File: src/rtl/core/bpi_pkg.sv
// package of types and constants for the bicubic pixel interpolator
`timescale 1ns / 1ps

package bpi_pkg;

	localparam int unsigned FRAC_BITS_DEFAULT = 8;
	localparam int unsigned PIX_W             = 8;
	localparam int unsigned FRAC_W            = 8;
	localparam int unsigned COL_W             = 2;
	localparam int unsigned NUM_STORED        = 3;
	localparam logic [COL_W-1:0] COL_LAST     = 2'd3;
	localparam logic [PIX_W-1:0] PIX_MAX      = 8'd255;

	typedef struct packed {
		logic [COL_W-1:0]  column;
		logic [PIX_W-1:0]  pix_m1;
		logic [PIX_W-1:0]  pix_0;
		logic [PIX_W-1:0]  pix_1;
		logic [PIX_W-1:0]  pix_2;
		logic [FRAC_W-1:0] frac_q;
		logic [FRAC_W-1:0] frac_p;
	} col_item_t;

	typedef struct packed {
		logic [PIX_W-1:0] pixel_value;
	} pix_item_t;

	typedef enum logic [1:0] {
		TERM_K2,
		TERM_K1,
		TERM_K0
	} term_t;

	typedef struct packed {
		logic  load_col;
		logic  load_row;
		logic  step;
		term_t term;
		logic  round;
		logic  store;
		logic  emit;
	} dp_cmd_t;

	typedef struct packed {
		logic last_col;
		logic out_busy;
	} dp_status_t;

endpackage

File: src/rtl/core/bpi_if.sv
// stream interfaces for neighbourhood columns and interpolated pixels
`timescale 1ns / 1ps

interface bpi_col_if import bpi_pkg::*; ();
	logic      valid;
	logic      ready;
	col_item_t data;

	modport source (output valid, output data, input ready);
	modport sink (input valid, input data, output ready);
endinterface

interface bpi_pix_if import bpi_pkg::*; ();
	logic      valid;
	logic      ready;
	pix_item_t data;

	modport source (output valid, output data, input ready);
	modport sink (input valid, input data, output ready);
endinterface

File: src/rtl/core/bpi_controller.sv
// sequencer for the column and row cubic evaluations
`timescale 1ns / 1ps

module bpi_controller import bpi_pkg::*; (
	input  logic       clk,
	input  logic       arst_n,
	input  logic       in_valid,
	output logic       in_ready,
	input  dp_status_t status,
	output dp_cmd_t    cmd
);

	typedef enum logic [2:0] {
		S_IDLE,
		S_H2,
		S_H1,
		S_H0,
		S_RND,
		S_ROW,
		S_EMIT
	} state_t;

	state_t state_q;
	logic   row_pass_q;

	always_ff @(posedge clk or negedge arst_n) begin
		if (!arst_n) begin
			state_q    <= S_IDLE;
			row_pass_q <= 1'b0;
		end else begin
			case (state_q)
				S_IDLE: begin
					if (in_valid) begin
						state_q <= S_H2;
					end
				end
				S_H2: state_q <= S_H1;
				S_H1: state_q <= S_H0;
				S_H0: state_q <= S_RND;
				S_RND: begin
					if (!status.last_col) begin
						state_q <= S_IDLE;
					end else if (row_pass_q) begin
						state_q <= S_EMIT;
					end else begin
						state_q <= S_ROW;
					end
				end
				S_ROW: begin
					row_pass_q <= 1'b1;
					state_q    <= S_H2;
				end
				S_EMIT: begin
					if (!status.out_busy) begin
						row_pass_q <= 1'b0;
						state_q    <= S_IDLE;
					end
				end
				default: state_q <= S_IDLE;
			endcase
		end
	end

	assign in_ready = (state_q == S_IDLE);

	always_comb begin
		cmd = '0;
		case (state_q)
			S_IDLE: cmd.load_col = in_valid;
			S_H2: begin
				cmd.step = 1'b1;
				cmd.term = TERM_K2;
			end
			S_H1: begin
				cmd.step = 1'b1;
				cmd.term = TERM_K1;
			end
			S_H0: begin
				cmd.step = 1'b1;
				cmd.term = TERM_K0;
			end
			S_RND: begin
				cmd.round = 1'b1;
				cmd.store = !status.last_col;
			end
			S_ROW:  cmd.load_row = 1'b1;
			S_EMIT: cmd.emit = !status.out_busy;
			default: cmd = '0;
		endcase
	end

endmodule

File: src/rtl/core/bpi_datapath.sv
// operand registers, horner multiply-accumulate, rounding and column store
`timescale 1ns / 1ps

module bpi_datapath import bpi_pkg::*; #(
	parameter int unsigned FRAC_BITS = FRAC_BITS_DEFAULT
) (
	input  logic             clk,
	input  logic             arst_n,
	input  col_item_t        item,
	input  dp_cmd_t          cmd,
	output dp_status_t       status,
	output logic             out_valid,
	input  logic             out_ready,
	output logic [PIX_W-1:0] pixel_value
);

	// magnitude bound of the numerator terms, as a power of two
	localparam int unsigned E_A    = 35;
	localparam int unsigned E_B    = FRAC_BITS + 27;
	localparam int unsigned E_C    = 3 * FRAC_BITS + 9;
	localparam int unsigned E_AB   = (E_A > E_B) ? E_A : E_B;
	localparam int unsigned E_MAX  = (E_AB > E_C) ? E_AB : E_C;
	localparam int unsigned ACC_W  = E_MAX + 3;
	localparam int unsigned SH     = 3 * FRAC_BITS + 1;
	localparam int unsigned Q_W    = ACC_W - SH;
	localparam int unsigned COEF_W = 12;
	localparam int unsigned PROD_W = ACC_W + FRAC_W + 1;
	localparam logic [ACC_W-1:0] HALF = ACC_W'(1) << (3 * FRAC_BITS);

	typedef logic signed [COEF_W-1:0] coef_t;

	function automatic coef_t coef_k3(input logic [PIX_W-1:0] a, input logic [PIX_W-1:0] b,
			input logic [PIX_W-1:0] c, input logic [PIX_W-1:0] d);
		coef_t sa, sb, sc, sd;
		sa = $signed(COEF_W'(a));
		sb = $signed(COEF_W'(b));
		sc = $signed(COEF_W'(c));
		sd = $signed(COEF_W'(d));
		return COEF_W'(-sa + 3 * sb - 3 * sc + sd);
	endfunction

	function automatic coef_t coef_k2(input logic [PIX_W-1:0] a, input logic [PIX_W-1:0] b,
			input logic [PIX_W-1:0] c, input logic [PIX_W-1:0] d);
		coef_t sa, sb, sc, sd;
		sa = $signed(COEF_W'(a));
		sb = $signed(COEF_W'(b));
		sc = $signed(COEF_W'(c));
		sd = $signed(COEF_W'(d));
		return COEF_W'(2 * sa - 5 * sb + 4 * sc - sd);
	endfunction

	logic [PIX_W-1:0]         opnd_q [4];
	logic [PIX_W-1:0]         opnd_next [4];
	logic [PIX_W-1:0]         res_q [NUM_STORED];
	logic [FRAC_W-1:0]        f_q;
	logic [FRAC_W-1:0]        p_q;
	logic [COL_W-1:0]         col_q;
	logic signed [ACC_W-1:0]  acc_q;
	logic [PIX_W-1:0]         v_q;
	logic                     out_valid_q;
	logic [PIX_W-1:0]         pixel_q;

	coef_t                    k_term;
	logic signed [ACC_W-1:0]  term_ext;
	logic signed [ACC_W-1:0]  term_shift;
	logic signed [PROD_W-1:0] prod;
	logic signed [ACC_W-1:0]  acc_step;
	logic [ACC_W-1:0]         rsum;
	logic [Q_W-1:0]           quot;
	logic [PIX_W-1:0]         rounded;

	always_comb begin
		if (cmd.load_col) begin
			opnd_next[0] = item.pix_m1;
			opnd_next[1] = item.pix_0;
			opnd_next[2] = item.pix_1;
			opnd_next[3] = item.pix_2;
		end else if (cmd.load_row) begin
			opnd_next[0] = res_q[0];
			opnd_next[1] = res_q[1];
			opnd_next[2] = res_q[2];
			opnd_next[3] = v_q;
		end else begin
			opnd_next = opnd_q;
		end
	end

	// horner step: acc * f + k * S^n
	always_comb begin
		case (cmd.term)
			TERM_K2: k_term = coef_k2(opnd_q[0], opnd_q[1], opnd_q[2], opnd_q[3]);
			TERM_K1: k_term = COEF_W'($signed({1'b0, opnd_q[2]}) - $signed({1'b0, opnd_q[0]}));
			TERM_K0: k_term = $signed(COEF_W'({opnd_q[1], 1'b0}));
			default: k_term = '0;
		endcase
		term_ext = ACC_W'(k_term);
		case (cmd.term)
			TERM_K2: term_shift = term_ext <<< FRAC_BITS;
			TERM_K1: term_shift = term_ext <<< (2 * FRAC_BITS);
			TERM_K0: term_shift = term_ext <<< (3 * FRAC_BITS);
			default: term_shift = '0;
		endcase
	end

	assign prod     = acc_q * $signed({1'b0, f_q});
	assign acc_step = ACC_W'(prod) + term_shift;

	// round half away from zero; any negative quotient clamps to zero, one above PIX_MAX saturates
	assign rsum    = $unsigned(acc_q) + HALF;
	assign quot    = rsum[ACC_W-1:SH];
	assign rounded = acc_q[ACC_W-1] ? '0 :
		((|quot[Q_W-1:PIX_W]) ? PIX_MAX : quot[PIX_W-1:0]);

	always_ff @(posedge clk) begin
		opnd_q <= opnd_next;
		if (cmd.load_col) begin
			f_q   <= item.frac_q;
			p_q   <= item.frac_p;
			col_q <= item.column;
		end else if (cmd.load_row) begin
			f_q <= p_q;
		end
		if (cmd.load_col || cmd.load_row) begin
			acc_q <= ACC_W'(coef_k3(opnd_next[0], opnd_next[1], opnd_next[2], opnd_next[3]));
		end else if (cmd.step) begin
			acc_q <= acc_step;
		end
		if (cmd.round) begin
			v_q <= rounded;
		end
		if (cmd.emit) begin
			pixel_q <= v_q;
		end
	end

	always_ff @(posedge clk or negedge arst_n) begin
		if (!arst_n) begin
			for (int i = 0; i < NUM_STORED; i++) begin
				res_q[i] <= '0;
			end
			out_valid_q <= 1'b0;
		end else begin
			if (cmd.store) begin
				res_q[col_q] <= rounded;
			end
			if (cmd.emit) begin
				out_valid_q <= 1'b1;
			end else if (out_ready) begin
				out_valid_q <= 1'b0;
			end
		end
	end

	assign status.last_col = (col_q == COL_LAST);
	assign status.out_busy = out_valid_q && !out_ready;
	assign out_valid       = out_valid_q;
	assign pixel_value     = pixel_q;

endmodule

File: src/rtl/core/bicubic_pixel_interpolator.sv
// Catmull-Rom bicubic pixel interpolator, one neighbourhood column per transfer.
// Columns 0 to 2 are each interpolated along y and held; column 3 is interpolated along y and
// then the four column values along x, and one pixel is presented on the result channel.
// A column transfer occupies the block for one load and three Horner steps on a single
// multiplier, then one rounding step; column 3 then adds a row load, runs the Horner steps again,
// then a second rounding step and an emit step that puts its pixel into the output register. No
// column is taken until the block is idle again. The block takes the next column while a
// finished pixel still waits on the result channel; a second pixel waits for that register to
// empty, and the input stalls meanwhile. Fractions carry FRAC_BITS fraction bits.
`timescale 1ns / 1ps

module bicubic_pixel_interpolator import bpi_pkg::*; #(
	parameter int unsigned FRAC_BITS = FRAC_BITS_DEFAULT
) (
	input  logic clk,
	input  logic arst_n,
	bpi_col_if.sink   nbhd,
	bpi_pix_if.source result
);

	dp_cmd_t    cmd;
	dp_status_t status;
	logic       in_ready;
	logic       out_valid;
	logic [PIX_W-1:0] pixel_value;

	bpi_controller u_ctrl (
		.clk      (clk),
		.arst_n   (arst_n),
		.in_valid (nbhd.valid),
		.in_ready (in_ready),
		.status   (status),
		.cmd      (cmd)
	);

	bpi_datapath #(
		.FRAC_BITS (FRAC_BITS)
	) u_dp (
		.clk         (clk),
		.arst_n      (arst_n),
		.item        (nbhd.data),
		.cmd         (cmd),
		.status      (status),
		.out_valid   (out_valid),
		.out_ready   (result.ready),
		.pixel_value (pixel_value)
	);

	assign nbhd.ready              = in_ready;
	assign result.valid            = out_valid;
	assign result.data.pixel_value = pixel_value;

endmodule

File: src/flat_wrapper.sv
// flat-port wrapper written by rule: the top's interface ports become plain ports
module bicubic_pixel_interpolator_flat import bpi_pkg::*;
#(
	parameter int unsigned FRAC_BITS = FRAC_BITS_DEFAULT
)
  (clk, arst_n, nbhd_valid, nbhd_data, nbhd_ready, result_valid, result_data, result_ready);
  bpi_col_if nbhd_i ();
  bpi_pix_if result_i ();
  input  logic clk;
  input  logic arst_n;
  input wire logic [$bits(nbhd_i.valid)-1:0] nbhd_valid;
  input wire logic [$bits(nbhd_i.data)-1:0] nbhd_data;
  output wire logic [$bits(nbhd_i.ready)-1:0] nbhd_ready;
  output wire logic [$bits(result_i.valid)-1:0] result_valid;
  output wire logic [$bits(result_i.data)-1:0] result_data;
  input wire logic [$bits(result_i.ready)-1:0] result_ready;
  assign nbhd_i.valid = nbhd_valid;
  assign nbhd_i.data = nbhd_data;
  assign nbhd_ready = nbhd_i.ready;
  assign result_valid = result_i.valid;
  assign result_data = result_i.data;
  assign result_i.ready = result_ready;
  bicubic_pixel_interpolator #(.FRAC_BITS(FRAC_BITS)) u_core (.clk(clk), .arst_n(arst_n), .nbhd(nbhd_i), .result(result_i));
endmodule
File: config.mk
export PLATFORM = sky130hd
export DESIGN_NAME = bicubic_pixel_interpolator_flat
export DESIGN_NICKNAME = d
export VERILOG_FILES = /design/src/rtl/core/bpi_pkg.sv /design/src/rtl/core/bpi_if.sv /design/src/rtl/core/bpi_controller.sv /design/src/rtl/core/bpi_datapath.sv /design/src/rtl/core/bicubic_pixel_interpolator.sv /design/src/flat_wrapper.sv
export SDC_FILE = /design/constraint.sdc
export NUM_CORES = 1
export LEC_CHECK = 0
export BUFFER_PORTS_ARGS = -buffer_cell sky130_fd_sc_hd__buf_2
export CAP_MARGIN = 10
export CORE_UTILIZATION = 35
export CTS_BUF_LIST = sky130_fd_sc_hd__clkbuf_8
export CTS_CLUSTER_SIZE = 12
export DETAILED_ROUTE_END_ITERATION = 6
export GPL_TIMING_DRIVEN = 0
export SLEW_MARGIN = 40
export SYNTH_ARGS = -nofsm -noshare
export SYNTH_HDL_FRONTEND = slang
export SYNTH_SLANG_ARGS = --single-unit
File: constraint.sdc
create_clock -name clk -period 10.8 [get_ports clk]
set_clock_uncertainty 0.05 [all_clocks]
set_input_delay 1.62 -clock clk [delete_from_list [all_inputs] [get_ports clk]]
set_output_delay 1.62 -clock clk [all_outputs]
set_load 0.01 [all_outputs]
==> results.py, run 1 <==
metrics = {
    "place": {
        "port-buffer-count": 63,
        "routabilityCongestion": 0.901,
        "dpl-instance-area_sq_um": 19100,
        "hpwlAfterDp_um": 39300,
    },
    "clock_tree": {
        "clk_pin_slew_ns": 0.08,
        "cts_tree": "built",
        "clock_tree.buffer_depth": 2,
        "cts_buffers": 17,
        "post_cts.resized_instances": 0,
        "cts_root_buffer": "sky130_fd_sc_hd__clkbuf_8",
        "cts-htree-levels": 4,
        "cts.sink_count": 133,
        "hold_buffer_count_at_cts": 0,
        "post_cts.repair.setup_buffers": 0,
        "worstSkewPairLatency_ns": 0.46,
    },
    "sta": {
        "max_freq_mhz": 135,
        "tns_ns": 0,
        "min_period_over_period": 0.688,
        "tightest_slew_ns": 0.862,
        "setup_viol_count_final": 0,
        "final_hold_viol_count": 0,
        "grt_setup_unrepaired": "false",
        "min_clock_period_post_route_ns": 7.43,
        "maxSlewHeadroom": 0.425,
        "drv_slew": 0,
    },
    "synthesis": {
        "post_synth_instance_area_sq_um": 17900,
        "synth-seq-area-share": 0.197,
        "synthesis.area_per_instance_sq_um": 9.54,
        "yosys_top_cell_by_area": "sky130_fd_sc_hd__fa_1",
        "proportion_of_synthesized_flip_flops_having_asynchronous_set_or_reset": 0.218,
        "synth.distinct_cells": 71,
        "synth_top_cell_area_share": 0.292,
        "number_of_storage_elements_in_the_synthesis_netlist": 133,
        "synthesis.nets": 2341,
        "synth-warning-count": 0,
        "post_synth_inst_count": 1877,
        "ys_dominant_reg_cell": "sky130_fd_sc_hd__edfxtp_1",
        "synth_edf_count": 72,
        "post-synth-top-count-cell": "sky130_fd_sc_hd__inv_1",
        "ys_top_cells_by_count": "sky130_fd_sc_hd__inv_1 (344), sky130_fd_sc_hd__fa_1 (261), sky130_fd_sc_hd__nand2_1 (180)",
        "synth.top_cells.by_area": "sky130_fd_sc_hd__fa_1 (29%), sky130_fd_sc_hd__edfxtp_1 (12%), sky130_fd_sc_hd__ha_1 (10%)",
    },
    "floorplan": {
        "initial_utilization": 0.356,
        "num_io_pins": 64,
        "die_area_sq_um": 52100,
        "die-height_um": 228,
        "number_of_cell_rows": 82,
        "die_w_um": 228,
        "placeableCoreArea_sq_um": 50300,
    },
    "setup_path": {
        "timing.critical_path.buf_inv": 4,
        "path_delay_family": "compound AO/OA/AOI/OAI gates",
        "timing.critical_path.slowest_stage_cell": "sky130_fd_sc_hd__fa_1",
        "cp.required_ns": 10.91,
        "critical_path.startpoint_type": "register",
        "setup.worst_path.end_class": "register",
        "crit_fanout": 5,
        "critPathKind": "register to register",
        "critical_path.max_stage_delay_ns": 0.54,
        "timing.critical_path.arrival_ns": 7.55,
    },
    "layout": {
        "postLayoutCellArea_sq_um": 19500,
        "final_core_util": 0.389,
        "area.growth.synth_to_final_pct": 9.12,
        "n_fill_cell": 5052,
        "antenna-diode-count": 0,
        "post_route_cells_drive_above_1_share": 0.0901,
        "design.final.nets": 2427,
    },
    "global_route": {
        "grt-ovfl-total": 0,
        "grt.met2_usage": 0.309,
        "antenna_found_initial": 0,
        "globalRouteTotalUtil": 0.188,
        "first_pass_grt_wire_length_um": 76800,
        "grt_use_met3": 0.0200,
        "first_global_vias": 14100,
        "met1_usage": 0.262,
        "grt_most_used_layer": "met2",
        "maximum_number_of_pins_on_one_net_before_global_route_repair": 30,
    },
    "detailed_routing": {
        "avgRoutedWirePerCell_um": 17.6,
        "drt_wl_total_um": 46600,
        "route.detailed.vias_per_inst": 4.95,
        "drt_first_iter_violations": 776,
        "drt_drc_violations_left": 0,
        "drt-pass1-iter-count": 5,
        "postRouteAntennaNets": 0,
        "num_vias": 13100,
    },
    "worst_hold_path": {
        "holdCritPathClass": "register to register",
    },
    "status": {
        "outcome": "completed",
    },
    "job": {
        "drv.max_cap_violation_count": 0,
    },
}
-- through the flow --
step           hold WS, ns  std cells  setup slack (ns)
2_1_floorplan        0.376       1877              4.17
3_3_place_gp         0.439       2612              2.57
3_5_place_dp         0.434       2615              2.97
4_1_cts              0.464       2646              3.43
5_1_grt              0.478       2647              2.90
6_report             0.460       2647              3.37
-- layout make-up --
cell class / instances / area (sq um) / area share
Multi-Input combinational cell: 1329 / 12800 / 0.657
Tap cell: 672 / 841 / 0.0430
Sequential cell: 133 / 3530 / 0.181
Inverter: 344 / 1290 / 0.0661
Clock buffer: 17 / 234 / 0.0120
Buffer: 71 / 285 / 0.0146
Timing Repair Buffer: 67 / 377 / 0.0193
Clock inverter: 14 / 153 / 0.00781
-- logic make-up (layout without fill, tap and decap cells) --
| family | Yosys count | after routing | share of synthesized area |
|---|---|---|---|
| compound gates | 284 | 284 | 0.103 |
| xor+xnor | 80 | 80 | 0.0391 |
| fa+ha+maj | 410 | 410 | 0.396 |
| buf+inv | 415 | 513 | 0.0878 |
| flops | 133 | 133 | 0.197 |
| mux | 66 | 66 | 0.0392 |
| simple gates | 489 | 489 | 0.138 |
-- layer usage --
metal / vias up / share of wire
met5: - / 0
met4: 0 / 0.020
met3: 37 / 0.041
met2: 314 / 0.47
met1: 6584 / 0.47
li1: 6161 / -
-- state kept, by name (all words and copies together) (netlist names) --
| name | cells |
|---|---|
| u_core.u_dp.acc_q | 38 |
| u_core.u_dp.out_valid | 1 |
| u_core.u_dp.res_q | 24 |
| u_core.u_dp.f_q | 8 |
| u_core.u_dp.p_q | 8 |
| u_core.u_dp.v_q | 8 |
| u_core.u_dp.opnd_q | 32 |
| u_core.u_dp.pixel_value | 8 |
| u_core.u_ctrl.row_pass_q | 1 |
| u_core.u_dp.col_q | 2 |
| u_core.u_ctrl.state_q | 3 |
-- cell usage in the layout, fill, tap and decap left out, types with 50 or more instances in the layout --
| cell type | n |
|---|---|
| sky130_fd_sc_hd__a21oi_1 | 63 |
| sky130_fd_sc_hd__and2_1 | 165 |
| sky130_fd_sc_hd__buf_2 | 69 |
| sky130_fd_sc_hd__clkbuf_1 | 56 |
| sky130_fd_sc_hd__edfxtp_1 | 72 |
| sky130_fd_sc_hd__fa_1 | 261 |
| sky130_fd_sc_hd__ha_1 | 149 |
| sky130_fd_sc_hd__inv_1 | 344 |
| sky130_fd_sc_hd__nand2_1 | 180 |
| sky130_fd_sc_hd__nor2_1 | 55 |
| sky130_fd_sc_hd__o21ai_0 | 89 |
| sky130_fd_sc_hd__xnor2_1 | 50 |
-- worst paths after layout --
path / start / end / slack (ns) / cells past startpoint
min in group asynchronous: arst_n / u_core.u_ctrl.row_pass_q$_DFFE_PN0P_ / 1.15 / 1
worst min-delay path: u_core.u_dp.res_q[0]$_DFFE_PN0P_ / u_core.u_dp.res_q[0]$_DFFE_PN0P_ / 0.46 / 1
max in group asynchronous: arst_n / u_core.u_dp.res_q[0]$_DFFE_PN0P_ / 9.08 / 1
worst max-delay path: u_core.u_dp.opnd_q[9]$_DFF_P_ / u_core.u_dp.acc_q[37]$_DFFE_PP_ / 3.37 / 27
worst max register to register: u_core.u_dp.opnd_q[9]$_DFF_P_ / u_core.u_dp.acc_q[37]$_DFFE_PP_ / 3.37 / 27
worst min register to register: u_core.u_dp.res_q[0]$_DFFE_PN0P_ / u_core.u_dp.res_q[0]$_DFFE_PN0P_ / 0.46 / 1
Power of run 1 is left out: the tool's default activity adds up to more than one toggle a clock period on the data nets, which glitch-free logic cannot reach.
==> run 2, diff against run 1 <==
==> constraint.sdc (replaced) <==
create_clock -name clk -period 7.2 [get_ports clk]
set_clock_uncertainty 0.05 [all_clocks]
set_input_delay 1.08 -clock clk [delete_from_list [all_inputs] [get_ports clk]]
set_output_delay 1.08 -clock clk [all_outputs]
set_load 0.01 [all_outputs]
==> run 2 against run 1 <==
  * Final cell count hardly changed
  * Via count is essentially flat
  * Flip-flop and latch count unchanged
  * Global-route usage did not move
  * Design area grew 0.51%
  * Largest cell class unchanged
  * Highest routed layer unchanged
  * Sequential share of layout area down 0.079 points
==> results.py, run 2 (synthesized netlist as in run 1, its figures left out) <==
metrics = {
    "setup_path": {
        "critPathKind": "register to register",
        "cp.required_ns": 7.32,
        "timing.critical_path.slowest_stage_cell": "sky130_fd_sc_hd__fa_1",
        "instance_count_on_the_critical_path": 26,
        "worst-r2r-cell-count": 26,
        "timing.critical_path.buf_inv": 4,
        "path_delay_family": "adder cells",
        "setup.worst_path.end_class": "register",
        "critical_path.max_stage_delay_ns": 0.54,
        "crit_fanout": 7,
        "critical_path.startpoint_type": "register",
        "timing.critical_path.arrival_ns": 7.09,
    },
    "clock_tree": {
        "cts_buffers": 17,
        "cts_tree": "built",
        "cts_root_buffer": "sky130_fd_sc_hd__clkbuf_8",
        "worstSkewPairLatency_ns": 0.46,
        "clk_pin_slew_ns": 0.08,
        "cts.sink_count": 133,
        "clock_tree.buffer_depth": 2,
        "cts-htree-levels": 4,
        "hold_buffer_count_at_cts": 0,
    },
    "global_route": {
        "grt-ovfl-total": 0,
        "first_pass_grt_wire_length_um": 76800,
        "globalRouteTotalUtil": 0.188,
        "first_global_vias": 14100,
        "antenna_found_initial": 0,
        "maximum_number_of_pins_on_one_net_before_global_route_repair": 30,
    },
    "job": {
        "drv.max_cap_violation_count": 0,
    },
    "layout": {
        "final_core_util": 0.391,
        "register_with_the_most_flip_flops": "u_core.u_dp.acc_q",
        "post_route_cells_drive_above_1_share": 0.102,
        "largest_registers": "u_core.u_dp.acc_q: 38 flops, u_core.u_dp.opnd_q: 32 flops, u_core.u_dp.res_q: 24 flops",
        "n_fill_cell": 5046,
        "area.growth.synth_to_final_pct": 9.68,
        "design.final.nets": 2429,
        "mostFrequentLayoutCells": "sky130_fd_sc_hd__inv_1 (344), sky130_fd_sc_hd__fa_1 (261), sky130_fd_sc_hd__nand2_1 (180)",
        "antenna-diode-count": 0,
        "mostFrequentLayoutCell": "sky130_fd_sc_hd__inv_1",
        "number_of_flip_flops_under_the_largest_register_name": 38,
    },
    "sta": {
        "max_freq_mhz": 143,
        "min_period_over_period": 0.968,
        "final_hold_viol_count": 0,
        "maxSlewHeadroom": 0.464,
        "drv_slew": 0,
        "grt_setup_unrepaired": "true",
        "min_clock_period_post_route_ns": 6.97,
        "tightest_slew_ns": 0.796,
        "setup_viol_count_final": 0,
    },
    "floorplan": {
        "num_io_pins": 64,
        "number_of_cell_rows": 82,
        "initial_utilization": 0.356,
        "die_area_sq_um": 52100,
        "die_w_um": 228,
        "die-height_um": 228,
        "placeableCoreArea_sq_um": 50300,
    },
    "place": {
        "hpwlAfterDp_um": 39300,
        "routabilityCongestion": 0.901,
        "port-buffer-count": 63,
    },
    "detailed_routing": {
        "num_vias": 13100,
        "drt_drc_violations_left": 0,
        "drt-pass1-iter-count": 7,
        "avgRoutedWirePerCell_um": 17.6,
        "drt_first_iter_violations": 697,
        "postRouteAntennaNets": 0,
        "drt_wl_total_um": 46600,
        "route.detailed.vias_per_inst": 4.94,
    },
    "worst_hold_path": {
        "worst_hold_path.num_cells": 1,
        "holdCritPathClass": "register to register",
    },
    "status": {
        "outcome": "completed",
    },
}
run 2: layout make-up:
type                    instances  area [sq um]  share of cell area
clock buffers                  17           234              0.0119
flip-flops and latches        133          3530               0.180
multi-input cells            1329         12900               0.657
well taps                     672           841              0.0428
inverters                     344          1290              0.0657
plain buffers                  71           294              0.0150
clock inverters                14           153             0.00777
repair buffers                 69           392              0.0199
run 2: what timing repair did:
item | CTS | global route
setup endpoints to repair | 4 | 24
gates resized for setup | 2 | 31
buffers inserted | 0 | 2
pin swaps | 0 | 2
run 2: final timing paths:
path | startpoint | to | slack, ns
max in group asynchronous | arst_n | u_core.u_dp.res_q[0]$_DFFE_PN0P_ | 6.02
worst max register to register | u_core.u_dp.opnd_q[9]$_DFF_P_ | u_core.u_dp.acc_q[37]$_DFFE_PP_ | 0.23
min in group asynchronous | arst_n | u_core.u_ctrl.row_pass_q$_DFFE_PN0P_ | 0.61
worst min register to register | u_core.u_dp.res_q[0]$_DFFE_PN0P_ | u_core.u_dp.res_q[0]$_DFFE_PN0P_ | 0.46
worst min-delay path | u_core.u_dp.res_q[0]$_DFFE_PN0P_ | u_core.u_dp.res_q[0]$_DFFE_PN0P_ | 0.46
worst max-delay path | u_core.u_dp.opnd_q[9]$_DFF_P_ | u_core.u_dp.acc_q[37]$_DFFE_PP_ | 0.23
run 2: metal layers:
layer,track usage,vias to the layer above,routed length (um)
li1,-,6164,-
met1,0.262,6587,21700
met2,0.309,312,21900
met3,0.0200,36,2080
met4,0.0493,0,925
met5,0,-,0
run 2: through the flow:
stage          instances  worst slack [ns]  cell area, sq um  hold slack, ns  setup TNS (ns)
5_1_grt             2649           -0.0115             19600           0.478         -0.0115
6_report            2649             0.227             19600           0.460               0
3_5_place_dp        2615           -0.0934             19100           0.434          -0.537
3_3_place_gp        2612            -0.488             19100           0.439           -8.63
2_1_floorplan       1877             0.897             17900           0.376               0
4_1_cts             2646           0.00946             19500           0.464               0
run 2: worst reg2reg max path: stages (launching register included):
cell and delay (ns):
sky130_fd_sc_hd__dfxtp_2 0.42, sky130_fd_sc_hd__inv_1 0.09, sky130_fd_sc_hd__fa_1 0.54, sky130_fd_sc_hd__inv_1 0.05, sky130_fd_sc_hd__fa_1 0.53, sky130_fd_sc_hd__inv_1 0.05, sky130_fd_sc_hd__fa_1 0.47, sky130_fd_sc_hd__inv_1 0.04
sky130_fd_sc_hd__ha_1 0.32, sky130_fd_sc_hd__o21ai_1 0.09, sky130_fd_sc_hd__a21boi_1 0.21, sky130_fd_sc_hd__o21ai_1 0.10, sky130_fd_sc_hd__nor2b_1 0.15, sky130_fd_sc_hd__xnor2_1 0.14, sky130_fd_sc_hd__o21ai_0 0.38, sky130_fd_sc_hd__o21ai_0 0.24
sky130_fd_sc_hd__fa_1 0.52, sky130_fd_sc_hd__ha_1 0.38, sky130_fd_sc_hd__a211oi_1 0.31, sky130_fd_sc_hd__o211ai_1 0.17, sky130_fd_sc_hd__a31oi_2 0.22, sky130_fd_sc_hd__o21ai_4 0.13, sky130_fd_sc_hd__a311oi_2 0.35, sky130_fd_sc_hd__a21oi_2 0.14
sky130_fd_sc_hd__a221oi_2 0.27, sky130_fd_sc_hd__xnor2_1 0.18, sky130_fd_sc_hd__o21ai_1 0.14
Power of run 2 is left out for the same reason.
==> run 3, diff against run 2 <==
--- a/config.mk
+++ b/config.mk
@@ -12,6 +12,7 @@
 export CTS_CLUSTER_SIZE = 12
 export DETAILED_ROUTE_END_ITERATION = 6
 export GPL_TIMING_DRIVEN = 0
+export SKIP_CTS_REPAIR_TIMING = 1
 export SLEW_MARGIN = 40
 export SYNTH_ARGS = -nofsm -noshare
 export SYNTH_HDL_FRONTEND = slang
==> constraint.sdc (replaced) <==
create_clock -name clk -period 7.2 [get_ports clk]
set_clock_uncertainty 0.05 [all_clocks]
set_input_delay 0.36 -clock clk [delete_from_list [all_inputs] [get_ports clk]]
set_output_delay 0.36 -clock clk [all_outputs]
set_load 0.01 [all_outputs]
==> run 3 against run 2 <==
  * Sequential share of layout area down 0.092 points
  * Non-clock buffer count up 9
  * Hold slack worse by 0.43 ns
  * Design area up 0.52%
  * Critical endpoint unchanged
==> results.py, run 3 (synthesized netlist as in run 1, its figures left out) <==
metrics = {
    "sta": {
        "final_hold_viol_count": 0,
        "min_clock_period_post_route_ns": 6.99,
        "min_period_over_period": 0.971,
        "setup_viol_count_final": 0,
        "tightest_slew_ns": 0.821,
        "timing.final.ws_setup_ns": 0.206,
        "maxSlewHeadroom": 0.453,
        "max_freq_mhz": 143,
        "grt_setup_unrepaired": "false",
        "drv_slew": 0,
        "tns_ns": 0,
    },
    "floorplan": {
        "die-height_um": 228,
        "die_w_um": 228,
        "die_area_sq_um": 52100,
        "initial_utilization": 0.356,
        "num_io_pins": 64,
        "number_of_cell_rows": 82,
        "placeableCoreArea_sq_um": 50300,
    },
    "clock_tree": {
        "cts_buffers": 17,
        "cts_tree": "built",
        "cts.sink_count": 133,
        "cts-htree-levels": 4,
        "worstSkewPairLatency_ns": 0.47,
        "cts_root_buffer": "sky130_fd_sc_hd__clkbuf_8",
        "clk_pin_slew_ns": 0.08,
        "clock_tree.buffer_depth": 2,
    },
    "setup_path": {
        "cp.required_ns": 7.32,
        "worst_setup_path_endpoint": "u_core.u_dp.acc_q[37]$_DFFE_PP_",
        "worst-r2r-cell-count": 26,
        "crit_fanout": 7,
        "setup.worst_path.end_class": "register",
        "worstReg2RegStart": "u_core.u_dp.opnd_q[9]$_DFF_P_",
        "r2r-end": "u_core.u_dp.acc_q[37]$_DFFE_PP_",
        "critical_path.startpoint_type": "register",
        "setup.reg_to_reg.worst_slack_ns": 0.21,
        "critPathLaunch": "u_core.u_dp.opnd_q[9]$_DFF_P_",
        "timing.critical_path.slowest_stage_cell": "sky130_fd_sc_hd__fa_1",
        "timing.critical_path.arrival_ns": 7.11,
        "critPathKind": "register to register",
        "critical_path.max_stage_delay_ns": 0.54,
    },
    "layout": {
        "number_of_flip_flops_under_the_largest_register_name": 38,
        "register_with_the_most_flip_flops": "u_core.u_dp.acc_q",
        "area.growth.synth_to_final_pct": 10.2,
        "n_fill_cell": 5037,
        "mostFrequentLayoutCells": "sky130_fd_sc_hd__inv_1 (344), sky130_fd_sc_hd__fa_1 (261), sky130_fd_sc_hd__nand2_1 (180)",
        "postLayoutCellArea_sq_um": 19700,
        "design.final.nets": 2438,
        "finalNonFillerCells": 2658,
        "largest_registers": "u_core.u_dp.acc_q: 38 flops, u_core.u_dp.opnd_q: 32 flops, u_core.u_dp.res_q: 24 flops",
        "mostFrequentLayoutCell": "sky130_fd_sc_hd__inv_1",
        "antenna-diode-count": 0,
        "post_route_cells_drive_above_1_share": 0.102,
    },
    "place": {
        "numPlacedInstances": 2615,
        "port-buffer-count": 63,
        "dpl-instance-area_sq_um": 19100,
        "hpwlAfterDp_um": 39300,
        "routabilityCongestion": 0.901,
        "dp_slack_ns": -0.0934,
    },
    "detailed_routing": {
        "drt_wl_total_um": 46800,
        "num_vias": 13100,
        "avgRoutedWirePerCell_um": 17.6,
        "route.detailed.vias_per_inst": 4.94,
        "drt_drc_violations_left": 0,
        "postRouteAntennaNets": 0,
        "drt_first_iter_violations": 755,
        "drt-pass1-iter-count": 5,
    },
    "global_route": {
        "maximum_number_of_pins_on_one_net_before_global_route_repair": 30,
        "globalRouteTotalUtil": 0.188,
        "grt-ovfl-total": 0,
        "antenna_found_initial": 0,
        "first_global_vias": 14100,
        "first_pass_grt_wire_length_um": 76800,
    },
    "worst_hold_path": {
        "holdCritPathClass": "input pin to register",
    },
    "status": {
        "outcome": "completed",
    },
    "job": {
        "drv.max_cap_violation_count": 0,
    },
}
[run 3: cell count changes in the layout (fill, tap and decap cells not counted), sizes merged]
cell         before  now
dlygate4sd3       0   10
clkbuf           78   77
[run 3: cell type report]
| cell class | instances | area [sq um] | share of cell area |
|---|---|---|---|
| tap | 672 | 841 | 0.0426 |
| inverter | 344 | 1290 | 0.0654 |
| clock inverter | 14 | 153 | 0.00773 |
| sequential | 133 | 3530 | 0.179 |
| buffer | 70 | 290 | 0.0147 |
| clock buffer | 17 | 234 | 0.0118 |
| multi-input combinational | 1329 | 12900 | 0.654 |
| timing repair buffer | 79 | 492 | 0.0249 |
[run 3: layer usage]
layer / part of all wire / vias up / routed length, um / GRT usage
li1: - / 6176 / - / -
met1: 0.47 / 6621 / 21900 / 0.262
met2: 0.47 / 310 / 22000 / 0.309
met3: 0.040 / 34 / 1870 / 0.0200
met4: 0.020 / 0 / 941 / 0.0493
met5: 0 / - / 0 / 0
[run 3: critical path: cells and delay by family, from the launching register on]
family                     cells  cell delay (ns)
buffers and inverters          4             0.22
DFF                            1             0.42
xor gates and xnor gates       2             0.31
adders and majority gates      6             2.76
and+or+nand+nor                1             0.15
AOI/OAI and AO/OA             13             2.79
[run 3: per-stage QoR]
stage	hold WS [ns]	util
floorplan	0.0144	-
global placement	0.408	0.379
detailed placement	0.412	0.381
CTS	-0.0954	0.389
global route	0.0126	0.393
finish	0.0323	0.393
[run 3: worst min path at each step]
stage / startpoint / depth (start not counted) / end
after floorplan: arst_n / 0 / u_core.u_ctrl.row_pass_q$_DFFE_PN0P_
after global placement: arst_n / 1 / u_core.u_dp.out_valid$_DFFE_PN0P_
after detailed placement: arst_n / 1 / u_core.u_dp.out_valid$_DFFE_PN0P_
after CTS: arst_n / 1 / u_core.u_dp.out_valid$_DFFE_PN0P_
after global routing: nbhd_data[6] / 1 / u_core.u_dp.p_q[6]$_DFFE_PP_
final: nbhd_data[6] / 1 / u_core.u_dp.p_q[6]$_DFFE_PP_
Power of run 3 is left out for the same reason.
